===== src/design/hhhm_pkg.sv =====
`timescale 1ns / 1ps
// shared types, constants and the header key table for the host header matcher
// no dependencies

package hhhm_pkg;

    localparam int DATA_W     = 8;
    localparam int CNT_W      = 8;
    localparam int PLEN_W     = 5;
    localparam int CFG_IDX_W  = 2;
    localparam int CFG_DATA_W = 64;
    localparam int M_TDATA_W  = 16;
    localparam int MAX_PAT    = 16;
    localparam int PIDX_W     = 4;
    localparam int KPOS_W     = 3;

    localparam logic [DATA_W-1:0] CH_CR = 8'h0D;
    localparam logic [DATA_W-1:0] CH_LF = 8'h0A;
    localparam logic [KPOS_W-1:0] KEY_LAST_POS = 3'd7;

    typedef enum logic [CFG_IDX_W-1:0] {
        CFG_PAT_LO  = 2'd0,
        CFG_PAT_HI  = 2'd1,
        CFG_PAT_LEN = 2'd2
    } t_cfg_idx;

    typedef enum logic [2:0] {
        PH_SEARCH = 3'b001,
        PH_VALUE  = 3'b010,
        PH_DONE   = 3'b100
    } t_phase;

    // value bytes taken by one beat: a held-back cr, then the beat's own byte
    typedef struct packed {
        logic              step;
        logic              last;
        logic              take0;
        logic              take1;
        logic [CNT_W-1:0]  idx0;
        logic [CNT_W-1:0]  idx1;
        logic [DATA_W-1:0] byte1;
        logic              found;
        logic [CNT_W-1:0]  count;
    } t_scan_ev;

    typedef struct packed {
        logic             match;
        logic             found;
        logic [CNT_W-1:0] length;
    } t_result;

    // cr lf "Host: "
    function automatic logic [DATA_W-1:0] key_byte(input logic [KPOS_W-1:0] pos);
        logic [DATA_W-1:0] b;
        case (pos)
            3'd0:    b = CH_CR;
            3'd1:    b = CH_LF;
            3'd2:    b = 8'h48;
            3'd3:    b = 8'h6F;
            3'd4:    b = 8'h73;
            3'd5:    b = 8'h74;
            3'd6:    b = 8'h3A;
            3'd7:    b = 8'h20;
            default: b = 8'h00;
        endcase
        return b;
    endfunction

endpackage


===== src/design/hhhm_scan.sv =====
`timescale 1ns / 1ps
// header key search and value delimiting: phase, key position, cr hold, value count
// depends on hhhm_pkg

module hhhm_scan #(
    parameter int VALUE_LIMIT = 255
) (
    input  logic                       i_clk,
    input  logic                       i_rst_n,
    input  logic                       i_step,
    input  logic [hhhm_pkg::DATA_W-1:0] i_byte,
    input  logic                       i_last,
    output hhhm_pkg::t_scan_ev         o_ev
);

    localparam logic [hhhm_pkg::CNT_W-1:0] LIMIT = hhhm_pkg::CNT_W'(VALUE_LIMIT);

    hhhm_pkg::t_phase                  r_phase, n_phase;
    logic [hhhm_pkg::KPOS_W-1:0]       r_kpos, n_kpos;
    logic                              r_cp, n_cp;
    logic [hhhm_pkg::CNT_W-1:0]        r_count, n_count;

    always_comb begin
        logic                       take0;
        logic                       take1;
        logic [hhhm_pkg::CNT_W-1:0] c1;
        n_phase = r_phase;
        n_kpos  = r_kpos;
        n_cp    = r_cp;
        take0   = 1'b0;
        take1   = 1'b0;
        case (r_phase)
            hhhm_pkg::PH_SEARCH: begin
                if (i_byte == hhhm_pkg::key_byte(r_kpos)) begin
                    if (r_kpos == hhhm_pkg::KEY_LAST_POS) begin
                        n_kpos  = '0;
                        n_phase = hhhm_pkg::PH_VALUE;
                    end else begin
                        n_kpos = r_kpos + 1'b1;
                    end
                end else begin
                    // a cr may open the key again
                    n_kpos = (i_byte == hhhm_pkg::CH_CR) ? 3'd1 : 3'd0;
                end
            end
            hhhm_pkg::PH_VALUE: begin
                if (r_cp && i_byte == hhhm_pkg::CH_LF) begin
                    n_cp    = 1'b0;
                    n_phase = hhhm_pkg::PH_DONE;
                end else begin
                    // a held cr without lf becomes a value byte
                    take0 = r_cp;
                    take1 = (i_byte != hhhm_pkg::CH_CR);
                    n_cp  = (i_byte == hhhm_pkg::CH_CR);
                end
            end
            default: begin
            end
        endcase

        c1      = (take0 && r_count < LIMIT) ? r_count + 1'b1 : r_count;
        n_count = (take1 && c1 < LIMIT) ? c1 + 1'b1 : c1;

        o_ev.step  = i_step;
        o_ev.last  = i_last;
        o_ev.take0 = take0;
        o_ev.take1 = take1;
        o_ev.idx0  = r_count;
        o_ev.idx1  = c1;
        o_ev.byte1 = i_byte;
        o_ev.found = (n_phase != hhhm_pkg::PH_SEARCH) && (n_phase != hhhm_pkg::PH_VALUE);
        o_ev.count = n_count;
    end

    always_ff @(posedge i_clk) begin
        if (!i_rst_n) begin
            r_phase <= hhhm_pkg::PH_SEARCH;
            r_kpos  <= '0;
            r_cp    <= 1'b0;
            r_count <= '0;
        end else if (i_step) begin
            if (i_last) begin
                r_phase <= hhhm_pkg::PH_SEARCH;
                r_kpos  <= '0;
                r_cp    <= 1'b0;
                r_count <= '0;
            end else begin
                r_phase <= n_phase;
                r_kpos  <= n_kpos;
                r_cp    <= n_cp;
                r_count <= n_count;
            end
        end
    end

`ifndef NO_ASSERTIONS
    a_clear_after_last: assert property (@(posedge i_clk) disable iff (!i_rst_n)
        i_step && i_last |=> r_phase == hhhm_pkg::PH_SEARCH && r_count == '0 && !r_cp)
        else $error("scan state not cleared after last beat");

    a_cr_only_in_value: assert property (@(posedge i_clk) disable iff (!i_rst_n)
        r_cp |-> r_phase == hhhm_pkg::PH_VALUE)
        else $error("cr held outside value phase");
`endif

endmodule


===== src/design/hhhm_prefix.sv =====
`timescale 1ns / 1ps
// pattern registers, running prefix compare and end-of-payload verdict
// depends on hhhm_pkg

module hhhm_prefix #(
    parameter int PATTERN_BYTES = 16
) (
    input  logic                           i_clk,
    input  logic                           i_rst_n,
    input  logic                           i_cfg_wen,
    input  logic [hhhm_pkg::CFG_IDX_W-1:0]  i_cfg_index,
    input  logic [hhhm_pkg::CFG_DATA_W-1:0] i_cfg_wdata,
    input  hhhm_pkg::t_scan_ev             i_ev,
    output hhhm_pkg::t_result              o_result
);

    localparam logic [hhhm_pkg::PLEN_W-1:0] PB = hhhm_pkg::PLEN_W'(PATTERN_BYTES);

    logic [hhhm_pkg::DATA_W-1:0] w_pat [hhhm_pkg::MAX_PAT];
    logic [hhhm_pkg::PLEN_W-1:0] r_plen;
    logic [hhhm_pkg::PLEN_W-1:0] w_plen;
    logic                        r_mm, n_mm;

    for (genvar gi = 0; gi < hhhm_pkg::MAX_PAT; gi++) begin : g_pat
        if (gi < PATTERN_BYTES) begin : g_used
            localparam int LANE = gi % 8;
            localparam hhhm_pkg::t_cfg_idx WORD =
                (gi < 8) ? hhhm_pkg::CFG_PAT_LO : hhhm_pkg::CFG_PAT_HI;
            logic [hhhm_pkg::DATA_W-1:0] r_byte;
            always_ff @(posedge i_clk) begin
                if (!i_rst_n) begin
                    r_byte <= '0;
                end else if (i_cfg_wen && i_cfg_index == WORD) begin
                    r_byte <= i_cfg_wdata[LANE*8 +: 8];
                end
            end
            assign w_pat[gi] = r_byte;
        end else begin : g_none
            assign w_pat[gi] = '0;
        end
    end

    always_ff @(posedge i_clk) begin
        if (!i_rst_n) begin
            r_plen <= '0;
        end else if (i_cfg_wen && i_cfg_index == hhhm_pkg::CFG_PAT_LEN) begin
            r_plen <= i_cfg_wdata[hhhm_pkg::PLEN_W-1:0];
        end
    end

    assign w_plen = (r_plen > PB) ? PB : r_plen;

    always_comb begin
        logic                       m0;
        logic                       m1;
        logic                       tail_bad;
        logic [hhhm_pkg::CNT_W-1:0] start;
        m0 = i_ev.take0 && (i_ev.idx0 < {3'b000, w_plen})
             && (w_pat[i_ev.idx0[hhhm_pkg::PIDX_W-1:0]] != hhhm_pkg::CH_CR);
        m1 = i_ev.take1 && (i_ev.idx1 < {3'b000, w_plen})
             && (w_pat[i_ev.idx1[hhhm_pkg::PIDX_W-1:0]] != i_ev.byte1);
        n_mm = r_mm | m0 | m1;

        // pattern bytes past the value's end must be zero
        start    = i_ev.found ? i_ev.count : '0;
        tail_bad = 1'b0;
        for (int i = 0; i < hhhm_pkg::MAX_PAT; i++) begin
            if (hhhm_pkg::CNT_W'(i) >= start && hhhm_pkg::PLEN_W'(i) < w_plen
                && w_pat[i] != '0) begin
                tail_bad = 1'b1;
            end
        end

        o_result.found  = i_ev.found;
        o_result.length = i_ev.found ? i_ev.count : '0;
        o_result.match  = (i_ev.found ? !n_mm : 1'b1) && !tail_bad;
    end

    always_ff @(posedge i_clk) begin
        if (!i_rst_n) begin
            r_mm <= 1'b0;
        end else if (i_ev.step) begin
            r_mm <= i_ev.last ? 1'b0 : n_mm;
        end
    end

endmodule


===== src/design/http_host_header_matcher_unit.sv =====
`timescale 1ns / 1ps
// a result is registered in the output stage when its last payload beat leaves the input register
// throughput: one payload beat per cycle while no result is held on the output, set by the scan state update
// the input register stalls only while a result waits on the output
// reset (synchronous, active low) clears scan state, pattern registers and both stages
// depends on hhhm_pkg, hhhm_scan, hhhm_prefix

module http_host_header_matcher_unit #(
    parameter int PATTERN_BYTES = 16,
    parameter int VALUE_LIMIT   = 255
) (
    input  logic                            i_clk,
    input  logic                            i_rst_n,
    input  logic                            i_cfg_wen,
    input  logic [hhhm_pkg::CFG_IDX_W-1:0]   i_cfg_index,
    input  logic [hhhm_pkg::CFG_DATA_W-1:0]  i_cfg_wdata,
    input  logic                            i_s_tvalid,
    output logic                            o_s_tready,
    input  logic [hhhm_pkg::DATA_W-1:0]      i_s_tdata,   // [7:0] data_byte
    input  logic                            i_s_tlast,   // last_in_payload
    output logic                            o_m_tvalid,
    input  logic                            i_m_tready,
    output logic [hhhm_pkg::M_TDATA_W-1:0]   o_m_tdata    // [0] host_match, [1] host_found,
                                                         // [9:2] value_length, [15:10] zero
);

    logic                        r_in_valid;
    logic [hhhm_pkg::DATA_W-1:0] r_in_byte;
    logic                        r_in_last;
    logic                        r_out_valid;
    hhhm_pkg::t_result           r_out;
    logic                        w_adv;
    logic                        w_step;
    hhhm_pkg::t_scan_ev          w_ev;
    hhhm_pkg::t_result           w_result;

    assign w_adv      = !r_out_valid || i_m_tready;
    assign w_step     = w_adv && r_in_valid;
    assign o_s_tready = !r_in_valid || w_adv;

    always_ff @(posedge i_clk) begin
        if (!i_rst_n) begin
            r_in_valid <= 1'b0;
        end else if (o_s_tready) begin
            r_in_valid <= i_s_tvalid;
        end
    end

    always_ff @(posedge i_clk) begin
        if (i_s_tvalid && o_s_tready) begin
            r_in_byte <= i_s_tdata;
            r_in_last <= i_s_tlast;
        end
    end

    hhhm_scan #(
        .VALUE_LIMIT(VALUE_LIMIT)
    ) u_scan (
        .i_clk  (i_clk),
        .i_rst_n(i_rst_n),
        .i_step (w_step),
        .i_byte (r_in_byte),
        .i_last (r_in_last),
        .o_ev   (w_ev)
    );

    hhhm_prefix #(
        .PATTERN_BYTES(PATTERN_BYTES)
    ) u_prefix (
        .i_clk      (i_clk),
        .i_rst_n    (i_rst_n),
        .i_cfg_wen  (i_cfg_wen),
        .i_cfg_index(i_cfg_index),
        .i_cfg_wdata(i_cfg_wdata),
        .i_ev       (w_ev),
        .o_result   (w_result)
    );

    always_ff @(posedge i_clk) begin
        if (!i_rst_n) begin
            r_out_valid <= 1'b0;
        end else if (w_adv) begin
            r_out_valid <= w_step && r_in_last;
        end
    end

    always_ff @(posedge i_clk) begin
        if (w_step && r_in_last) begin
            r_out <= w_result;
        end
    end

    assign o_m_tvalid = r_out_valid;
    assign o_m_tdata  = {6'b000000, r_out.length, r_out.found, r_out.match};

`ifndef NO_ASSERTIONS
    a_result_from_last: assert property (@(posedge i_clk) disable iff (!i_rst_n)
        $rose(o_m_tvalid) |-> $past(r_in_valid && r_in_last))
        else $error("result raised without a last beat");

    a_missing_len_zero: assert property (@(posedge i_clk) disable iff (!i_rst_n)
        o_m_tvalid && !o_m_tdata[1] |-> o_m_tdata[9:2] == '0)
        else $error("length reported without host value");

    a_len_limit: assert property (@(posedge i_clk) disable iff (!i_rst_n)
        o_m_tvalid |-> o_m_tdata[9:2] <= hhhm_pkg::CNT_W'(VALUE_LIMIT))
        else $error("value length above limit");
`endif

endmodule


===== config.mk =====
export PLATFORM = sky130hd
export DESIGN_NAME = http_host_header_matcher_unit
export DESIGN_NICKNAME = d
export VERILOG_FILES = /design/src/design/hhhm_pkg.sv /design/src/design/hhhm_scan.sv /design/src/design/hhhm_prefix.sv /design/src/design/http_host_header_matcher_unit.sv
export SDC_FILE = /design/constraint.sdc
export NUM_CORES = 1
export LEC_CHECK = 0
export ABC_AREA = 1
export BUFFER_PORTS_ARGS = -buffer_cell sky130_fd_sc_hd__buf_4
export CELL_PAD_IN_SITES_DETAIL_PLACEMENT = 0
export CELL_PAD_IN_SITES_GLOBAL_PLACEMENT = 1
export CORE_MARGIN = 10
export CORE_UTILIZATION = 39
export CTS_CLUSTER_SIZE = 8
export DETAILED_ROUTE_END_ITERATION = 7
export PLACE_DENSITY = 0.88
export SYNTH_ARGS = -nofsm -noshare
export SYNTH_HDL_FRONTEND = slang
export SYNTH_SLANG_ARGS = --single-unit

===== constraint.sdc =====
create_clock -name i_clk -period 3.28 [get_ports i_clk]
set_clock_uncertainty 0.2 [all_clocks]
set_input_delay 0.164 -clock i_clk [delete_from_list [all_inputs] [get_ports i_clk]]
set_output_delay 0.164 -clock i_clk [all_outputs]
set_load 0.005 [all_outputs]

== Word-level counts from Yosys, hierarchy flattened ==
Memory sizes are Yosys's and may differ from the RTL's. A register that Yosys moved wholly into a read port is not among the register bits.
Cells that the tools add are included.
Word-level totals
  flip-flop bits (word level): 170
  memory bits (read-only): 56
  bits of input ports: 80
  output and inout port bits: 18
  logic and storage cells: 212
  memories: 1
Cells by class
  add/subtract/negate cells: 3
  magnitude comparators: 39
  equal/unequal tests: 13
  multiplexer cells: 49
  bitwise gates (word level): 4
  reduce and logical (&&, ||, !) cells: 74
Memory list
  (name not given): words 8, bits a word 7, rd ports 1, clocked after memory_dff 1, wr ports 0, RTL line hhhm_pkg.sv:55  | case (pos)
Operators with widths (count)
  8-bit nonzero test: 16
  8-bit two-way mux: 9
  8-bit binary-select mux with 4-bit select: 2
  4-bit by 8-bit >= comparator with 1-bit output (first input constant): 8
  1-bit logical AND: 47
  4-bit by 5-bit less-than comparator with 1-bit output (first input constant): 8
  3-bit by 8-bit >= comparator with 1-bit output (first input constant): 4
  3-bit two-way mux: 10
  1-bit two-way mux: 26
  3-bit by 5-bit less-than comparator with 1-bit output (first input constant): 4
  8-bit by 1-bit adder with 8-bit output (second input constant): 2
  8-bit by 4-bit equality test with 1-bit output (second input constant): 2
  1-bit by 8-bit >= comparator with 1-bit output (first input constant): 2
  2-bit by 8-bit >= comparator with 1-bit output (first input constant): 2
  8-bit by 5-bit less-than comparator with 1-bit output: 2
  8-bit less-than comparator (second input constant): 2
  8-bit by 4-bit inequality test with 1-bit output (second input constant): 2
  5-bit >= comparator (second input constant): 2
  1-bit by 5-bit less-than comparator with 1-bit output (first input constant): 2
  2-bit by 5-bit less-than comparator with 1-bit output (first input constant): 2
  4-bit inverter with 5-bit output: 2
  8-bit equality test: 1
  8-bit inequality test: 1
  3-bit case mux with 2 select lines: 1
  other kinds (16): 23

== Depth between registers and ports, before layout ==
Gate-level depths: netlist of run 1.
  depth in word-level cells: 31
  gate-level depth with buffers: 27
  gate-level depth less buffers: 25

== Hierarchy ==
Synthesis of run 1 repeated with hierarchy kept, for this count alone.
Second synthesis, totals
  cells, all modules: 1551
  area, all modules: 10261.1 um2
Modules (own cells, without submodules)
  hhhm_prefix: instances 1, cells each 1183, area each 7492.2 um2, seq. area each 2682.6 um2
  hhhm_scan: instances 1, cells each 325, area each 2042.0 um2, seq. area each 440.4 um2
  http_host_header_matcher_unit: instances 1, cells each 43, area each 726.9 um2, seq. area each 610.6 um2

== Worst setup path after synthesis of run 1 ==
No wires, ideal clock.
  kind: reg-to-reg
  from: register u_scan.r_count[1] (netlist name)
  to: register r_out, in the netlist o_m_tdata[0] (data pin)
  library setup time: 252 ps
  arrival: 3013 ps
  required time: 2828 ps
  path slack: -184 ps
  cell stages (with the launch flop): 26
  path buffers: 4
  period minus slack after synthesis: 3464 ps
  cells stage by stage: dfxtp_1 -> ha_1 -> inv_1 -> nor2_1 -> nand2_2 -> nand3_4 -> buf_8 -> nand2_2 -> nand2_2 -> buf_6 -> buf_4 -> ha_1 -> nand2_1 -> nor2_2 -> nand3_4 -> nand2_4 -> nand2_1 -> nand3_1 -> nand2_1 -> nor2_2 -> buf_6 -> nand3_1 -> nor2_1 -> nor2_1 -> nand3_1 -> nor2_1
RTL lines
  from (decl): RTL line hhhm_scan.sv:21  | logic [hhhm_pkg::CNT_W-1:0] r_count, n_count;
  from (signal assigned): RTL line hhhm_scan.sv:91  | r_count <= n_count;
  to (signal assigned): RTL line http_host_header_matcher_unit.sv:89  | r_out <= w_result;
  to (decl): RTL line http_host_header_matcher_unit.sv:31  | hhhm_pkg::t_result r_out;

==> results of run 1 <==
[flip-flops by register name, indices dropped and copies added, names as in the netlist, named ones only]
register	cells
o_m_tdata	10
u_prefix.g_pat.g_used.r_byte	128
u_prefix.r_plen	5
u_scan.r_phase	3
u_scan.r_kpos	3
r_in_byte	8
o_m_tvalid	1
u_prefix.r_mm	1
u_scan.r_count	8
r_in_valid	1
u_scan.r_cp	1
r_in_last	1
[layer usage]
metal	track usage, %	routed length, µm	share of wire, %
met5	0	0	0
met4	6.484	898	2.4
met3	3.494	2728	7.4
met2	34.43	17280	47
met1	28.27	16120	44
[worst min path at each step]
stage                     cells after the start  slack [ns]                                  to           start
after global placement                        1        0.14                           r_in_last       i_s_tlast
after CTS                                     5        0.08  u_prefix.g_pat[3].g_used.r_byte[6]  i_cfg_index[1]
after global routing                          5        0.12  u_prefix.g_pat[3].g_used.r_byte[6]  i_cfg_index[1]
after floorplan                               0        0.06                        r_in_byte[0]    i_s_tdata[0]
after detailed placement                      1        0.14                        r_in_byte[1]    i_s_tdata[1]
final                                         5        0.09  u_prefix.g_pat[3].g_used.r_byte[6]  i_cfg_index[1]
[layout make-up]
cell class | count | area share, %
inverter | 110 | 3.213
clock buffer | 18 | 3.412
multi-input combinational | 1108 | 42.68
tap | 330 | 3.128
timing repair buffer | 255 | 18.01
clock inverter | 14 | 1.223
sequential | 177 | 28.33
[metrics by stage]
step	setup WS [ns]	hold slack, ns	TNS (ns)	instances	area, µm²
after CTS	0.01712	0.08012	0	1983	12560
after global placement	0.05892	0.1426	0	1871	11150
after global routing	-0.1183	0.1240	-0.1183	2012	13200
after floorplan	0.01147	0.06287	0	1479	9963
final	0.08749	0.09420	0	2012	13200
after detailed placement	0.05150	0.1441	0	1871	11150
[layout by cell type (no fill, tap or decap), types with 6 or more instances in the layout]
cell,Yosys,layout
o21ai_0,151,150
nand3_1,175,164
buf_4,12,152
dfxtp_1,158,153
nor3_1,20,19
a21oi_1,62,62
nand3_2,3,14
nand2_1,305,285
buf_6,8,6
xor2_1,11,11
clkbuf_16,0,23
nor4_1,19,19
inv_1,103,96
inv_2,5,10
nor2_1,246,237
nand2_4,4,12
nand4_1,15,15
nor2_4,1,8
edfxtp_1,19,19
conb_1,1,6
or2_2,8,8
nand2_2,13,22
buf_12,0,10
ha_1,17,15
dlygate4sd3_1,0,80
nor2_2,4,6
[what timing repair did]
item	CTS	global route
setup buffers	0	23
setup endpoints to repair	0	2
hold buffers	80	0
gates resized for setup	0	84
hold endpoints to repair	147	0
[critical path, delay by kind of cell, from the launching register on]
family | cells | cell delay [ns]
simple gates | 19 | 1.98
flops | 1 | 0.42
buf+inv | 3 | 0.37
[cell usage after synthesis (3+ instances only)]
| master | number |
|---|---|
| a21oi_1 | 62 |
| inv_2 | 5 |
| nand4_1 | 15 |
| nand2_4 | 4 |
| nor2_2 | 4 |
| nand3_2 | 3 |
| a31oi_1 | 3 |
| nand3_4 | 3 |
| o41ai_1 | 5 |
| nor2_1 | 246 |
| a32o_1 | 3 |
| or2_2 | 8 |
| buf_6 | 8 |
| nor3_1 | 20 |
| a211oi_1 | 4 |
| inv_1 | 103 |
| buf_2 | 16 |
| buf_4 | 12 |
| nand3_1 | 175 |
| nand2_1 | 305 |
| o21ai_0 | 151 |
| clkbuf_1 | 45 |
| nand2_2 | 13 |
| dfxtp_1 | 158 |
| edfxtp_1 | 19 |
| ha_1 | 17 |
| nor4_1 | 19 |
| xor2_1 | 11 |
| o211ai_1 | 5 |
[kinds of logic (layout without fill, tap and decap cells)]
kind of cell / after synthesis / after routing / synth area share, %
fa+ha+maj: 17 / 17 / 2.146
xor+xnor: 11 / 11 / 0.9720
other cells: 1 / 6 / 0.03783
simple gates: 824 / 824 / 36.59
buf+inv: 194 / 397 / 8.723
flops: 177 / 177 / 37.67
compound gates: 250 / 250 / 13.86
[power groups by stage]
| stage | combinational, mW | clock [mW] | sequential [mW] |
|---|---|---|---|
| after detailed placement | 0.580 | 0 | 2.42 |
| after CTS | 0.660 | 2.12 | 2.37 |
| after global placement | 0.580 | 0 | 2.42 |
| final | 0.687 | 2.11 | 2.37 |
| after floorplan | 0.334 | 0 | 2.39 |
| after global routing | 0.754 | 2.20 | 2.38 |
==> metrics.txt, run 1 <==
H-tree levels 4; worst-case clock buffer depth 2; crit path time final about 3.2 ns; final net count around 1800; outcome finished clean; reg2reg path depth 22; Antenna Violating Nets Remaining 0; Area Growth Syn to Fin 33.17%; largest net degree at the start of global routing 62; Die Y 179.4 µm; CP endpoint o_m_tdata[0]; DR pass1 iterations 6; reg2reg start r_in_byte[5]; DRC violations left 0; initial antenna violation count 0; register area between 0.003 and 0.004 mm²; power share of the clock group between 40% and 50%; Max VDD drop 0.3110 mV; mapped cell area roughly 0.01 mm²; Pwr Density between 300 and 400 mW/mm²; critical path peak fanout 8; detailed-route wire length 37.03 mm; Net Sw Frac 29.62%; Overflow after GRT 0; Leak slightly below 6 nW; area of the core around 0.025 mm²; Primary FF master, synth dfxtp_1; Internal 3.640 mW; Core Util, Final between 50% and 60%; critical path required time ~3.3 ns; ys async rst share 0%; total power 5.172 mW; Min-Delay Path Class in -> reg; CP Launch Type register; Die W ~180 µm; post-synth top area share 31.91%; Layout fillers 2455; dominant cell type by area after synthesis dfxtp_1; library cells used by synthesis 52; fin. max-slew vios 0; row count just under 60; CTS sink count around 180; antenna diode count 0; total number of vias 10990; Max Freq roughly 310 MHz; worst slew pin tran around 0.75 ns; wire per inst around 18 µm; area of the multi-input gates 0.005634 mm²; final-report setup violation count 0; Worst Setup SP r_in_byte[5]; relative slew slack ~50%; first-pass GRT wire length 56.17 mm; clk_lat worst skew between 0.4 and 0.5 ns; gpl congestion 0.9629; part of the Yosys area used for sequential elements around 38%; reg2reg end o_m_tdata[0]; crit end category register; Cell Chain, Critical Path inv_2, nand2_1, nor2_4, nand2_4, nand3_4, buf_12, nand2_4, nand2_4, nand2_4, nor2_4, nand3_4, nand2_8, nand2_4, nand3_2, nand2_2, nor2_4, buf_12, nand4_1, nand3_1, nor2_1, nand2_1, nor2_2; combinational fraction of design power between 10% and 20%; Num CTS Buffers 17; Via density 5.463; Psw ~1.5 mW; critical path type reg -> reg; Port Buffers 91; top cells by area, synth dfxtp_1 (32%), nand2_1 (12%), nor2_1 (9.3%); num ports 98; vias in the first global route about 10000; CP most frequent cell nand2_4; final-report hold violation count 0; post-synthesis register bit count around 180; dpl hpwl 26.04 mm; Post-Synthesis Cells 1474; Root Buffer clkbuf_16; Clock Pin Slew Worst Setup and Hold Paths 0.08 ns; share of layout cells above drive strength 1 a little under a fifth; Seq pwr share roughly 46%; Initial Util about two fifths; Arrival @ worst endpoint approximately 3.2 ns; Avg Inst Size Synth 6.725 µm²; crit path max-delay cell type edfxtp_1; Final Cycle Share 97.33%; RSZ-0062 raised after global routing true; R2R setup slack between 0.08 and 0.09 ns; Post-synth EDFFs 19; Worst path max stage delay 0.42 ns; CTS tree built; max cap viols 0; First DRT Iteration DRCs 1012; die area roughly 0.032 mm²; Tot GR Track Use 21.24%; synth warn 0
Power figures use the tool's default switching activity.
==> run 2: changes to the inputs <==
CORE_UTILIZATION = 40   (was 39)
CTS_BUF_LIST = sky130_fd_sc_hd__clkbuf_4   (was not set)
PLACE_DENSITY = 0.9   (was 0.88)
==> run 2 against run 1 <==
Against the previous run: largest cell class unchanged; cell count shrank 0.35%; sequential cell count is the same; register-to-register slack lost 0.02 ns; largest power group unchanged; total power shrank 15%; first-iteration DRC count grew 8.5%.
==> metrics.txt, run 2 (synthesized netlist as in run 1, its figures left out) <==
RSZ-0062 raised after global routing true (unchanged); Final Cycle Share 98.03% (was 97.33%); wire per inst 17.89 µm (was 18.41 µm); Pwr Density 336.7 mW/mm² (was 391.8 mW/mm²); Post-DP Area 0.01106 mm² (was 0.01115 mm²); worst slew pin tran 0.9457 ns (was 0.7485 ns); Clock Pin Slew Worst Setup and Hold Paths 0.17 ns (was 0.08 ns); crit path time final 3.215 ns (was 3.193 ns); CP Launch Type register (unchanged); Crit path depth 23 (was 22); worst-case clock buffer depth 2 (unchanged); die area 0.03148 mm² (was 0.03219 mm²); largest net degree at the start of global routing 103 (was 62); Antenna Violating Nets Remaining 0 (unchanged); fin worst setup slack 0.06461 ns (was 0.08749 ns); reg2reg end o_m_tdata[0] (unchanged); Cell Chain, Critical Path ha_2, inv_1, nor2_2, nand2_2, nand3_4, buf_6, nand2_1, o21ai_4, buf_12, buf_4, nor3_4, nand3_1, nand2_1, nand2_2, nand2_2, nand2_4, nor2_4, clkbuf_16, nand3_1, nand3_1, nor2_1, nand2_1, nor2_1 (was inv_2, nand2_1, nor2_4, nand2_4, nand3_4, buf_12, nand2_4, nand2_4, nand2_4, nor2_4, nand3_4, nand2_8, nand2_4, nand3_2, nand2_2, nor2_4, buf_12, nand4_1, nand3_1, nor2_1, nand2_1, nor2_2); critical path type reg -> reg (unchanged); num ports 98 (unchanged); Num CTS Buffers 17 (unchanged); DR pass1 iterations 6 (unchanged); Post-Layout Inst Area 0.01302 mm² (was 0.01320 mm²); area of the multi-input gates 0.005744 mm² (was 0.005634 mm²); H-tree levels 4 (unchanged); register area 0.003737 mm² (was 0.003740 mm²); Arrival @ worst endpoint 3.40 ns (was 3.20 ns); reg2reg path depth 23 (was 22); Root Buffer clkbuf_4 (was clkbuf_16); detailed-route wire length 35.87 mm (was 37.03 mm); most frequent cells in the layout nand2_1 (284), nor2_1 (235), dfxtp_1 (155), o21ai_0 (149), nand3_1 (149) (was nand2_1 (285), nor2_1 (237), nand3_1 (164), dfxtp_1 (153), buf_4 (152)); Worst Setup SP u_scan.r_count[0] (was r_in_byte[5]); reg2reg start u_scan.r_count[0] (was r_in_byte[5]); Initial Util 40.76% (was 39.48%); Worst path max stage delay 0.35 ns (was 0.42 ns); Die Y 177.4 µm (was 179.4 µm); Tot GR Track Use 21.75% (was 21.24%); total number of vias 10800 (was 10990); Area Growth Syn to Fin 31.38% (was 33.17%); Max Freq 311.0 MHz (was 313.2 MHz); DP Worst Slack -0.03034 ns (was 0.05150 ns); initial antenna violation count 3 (was 0); first-pass GRT wire length 54.46 mm (was 56.17 mm); outcome finished clean (unchanged); Via density 5.388 (was 5.463); clk_lat worst skew 0.60 ns (was 0.45 ns); most common cell after layout, fill and taps aside nand2_1 (unchanged); critical path peak fanout 8 (unchanged); First DRT Iteration DRCs 1098 (was 1012); largest register by flop count u_prefix.g_pat.g_used.r_byte (unchanged); Port Buffers 91 (unchanged); Leak 5.743 nW (was 5.849 nW); R2R setup slack 0.06 ns (was 0.09 ns); critical path's top delay family simple AND/OR/NAND/NOR gates (unchanged); crit end category register (unchanged); area of the core 0.02432 mm² (was 0.02511 mm²); crit path max-delay cell type dfxtp_2 (was edfxtp_1); Core Util, Final 53.55% (was 52.57%); leading registers by flop count u_prefix.g_pat.g_used.r_byte x128, o_m_tdata x10 (unchanged); critical path required time 3.46 ns (was 3.29 ns); Max VDD drop 0.2311 mV (was 0.3110 mV); fin. max-slew vios 0 (unchanged); dpl hpwl 25.32 mm (was 26.04 mm); DRC violations left 0 (unchanged); total power 4.384 mW (was 5.172 mW); Worst Hold Depth 2 (was 5); CTS sink count 177 (unchanged); Die W 177.4 µm (was 179.4 µm); number of flip-flops in the largest register 128 (unchanged); Overflow after GRT 0 (unchanged); final-report hold violation count 0 (unchanged); share of layout cells above drive strength 1 18.76% (was 18.61%); Layout fillers 2332 (was 2455); max cap viols 0 (unchanged); final-report setup violation count 0 (unchanged); final net count 1763 (was 1766); gpl congestion 0.9246 (was 0.9629); relative slew slack 36.86% (was 49.64%); row count 57 (was 58); worst path bufs/invs 5 (was 3); CTS tree built (unchanged); Min-Delay Path Class in -> reg (unchanged); vias in the first global route 9873 (was 10010); CP endpoint o_m_tdata[0] (unchanged)
==> run 2: cell count changes in the layout (fill, tap and decap cells not counted), moves of 3 or more <==
cell and delta:
buf_4 -11, clkbuf_16 -16, clkbuf_4 +17, dlygate4sd3_1 +6, nand2_2 -6, nand2_4 +7, nand3_1 -15, nand3_2 +12
nand3_4 +3, nor2_2 +4
==> run 2: layout make-up <==
class	count	share of cell area, %
Multi-Input combinational cell	1108	44.11
Sequential cell	177	28.70
Timing Repair Buffer	252	18.50
Inverter	110	3.228
Tap cell	324	3.113
Clock inverter	15	1.336
Clock buffer	17	0.9800
Antenna cell	2	0.03843
==> run 2: where the power goes <==
| part | total (mW) | switching, mW | internal [mW] |
|---|---|---|---|
| logic | 0.685 | 0.396 | 0.289 |
| clock network | 1.32 | 0.909 | 0.415 |
| registers | 2.37 | 0.0892 | 2.29 |
| total | 4.38 | 1.39 | 2.99 |
==> run 2: worst min-delay path by stage <==
stage | start | to | slack (ns)
floorplan | i_s_tdata[0] | r_in_byte[0] | 0.06
global placement | i_s_tdata[1] | r_in_byte[1] | 0.14
detailed placement | i_s_tdata[3] | r_in_byte[3] | 0.14
CTS | i_s_tdata[1] | r_in_byte[1] | 0.04
global route | i_s_tlast | r_in_last | 0.05
finish | i_s_tlast | r_in_last | 0.09
==> run 2: repair_timing <==
item                       CTS  global route
buffers inserted             0            19
setup endpoints to repair    1             2
hold buffers                86             0
hold endpoints to repair   167             0
resized for setup            2           109
gates cloned                 0             7
pin swaps                    1            41
==> run 2: routing by layer <==
| layer | up-vias | track usage [%] | wire length, µm |
|---|---|---|---|
| met5 | - | 0 | 10 |
| met3 | 60 | 3.952 | 2651 |
| met4 | 2 | 6.738 | 784 |
| met1 | 5034 | 29.33 | 15680 |
| li1 | 5274 | - | - |
| met2 | 432 | 34.56 | 16740 |
==> run 2: metrics by stage <==
stage / cells / TNS (ns) / hold slack [ns]
2_1_floorplan: 1479 / 0 / 0.06287
3_3_place_gp: 1860 / 0 / 0.1418
3_5_place_dp: 1860 / -0.03034 / 0.1435
4_1_cts: 1978 / 0 / 0.04303
5_1_grt: 2005 / -0.1360 / 0.04870
6_report: 2005 / 0 / 0.08561
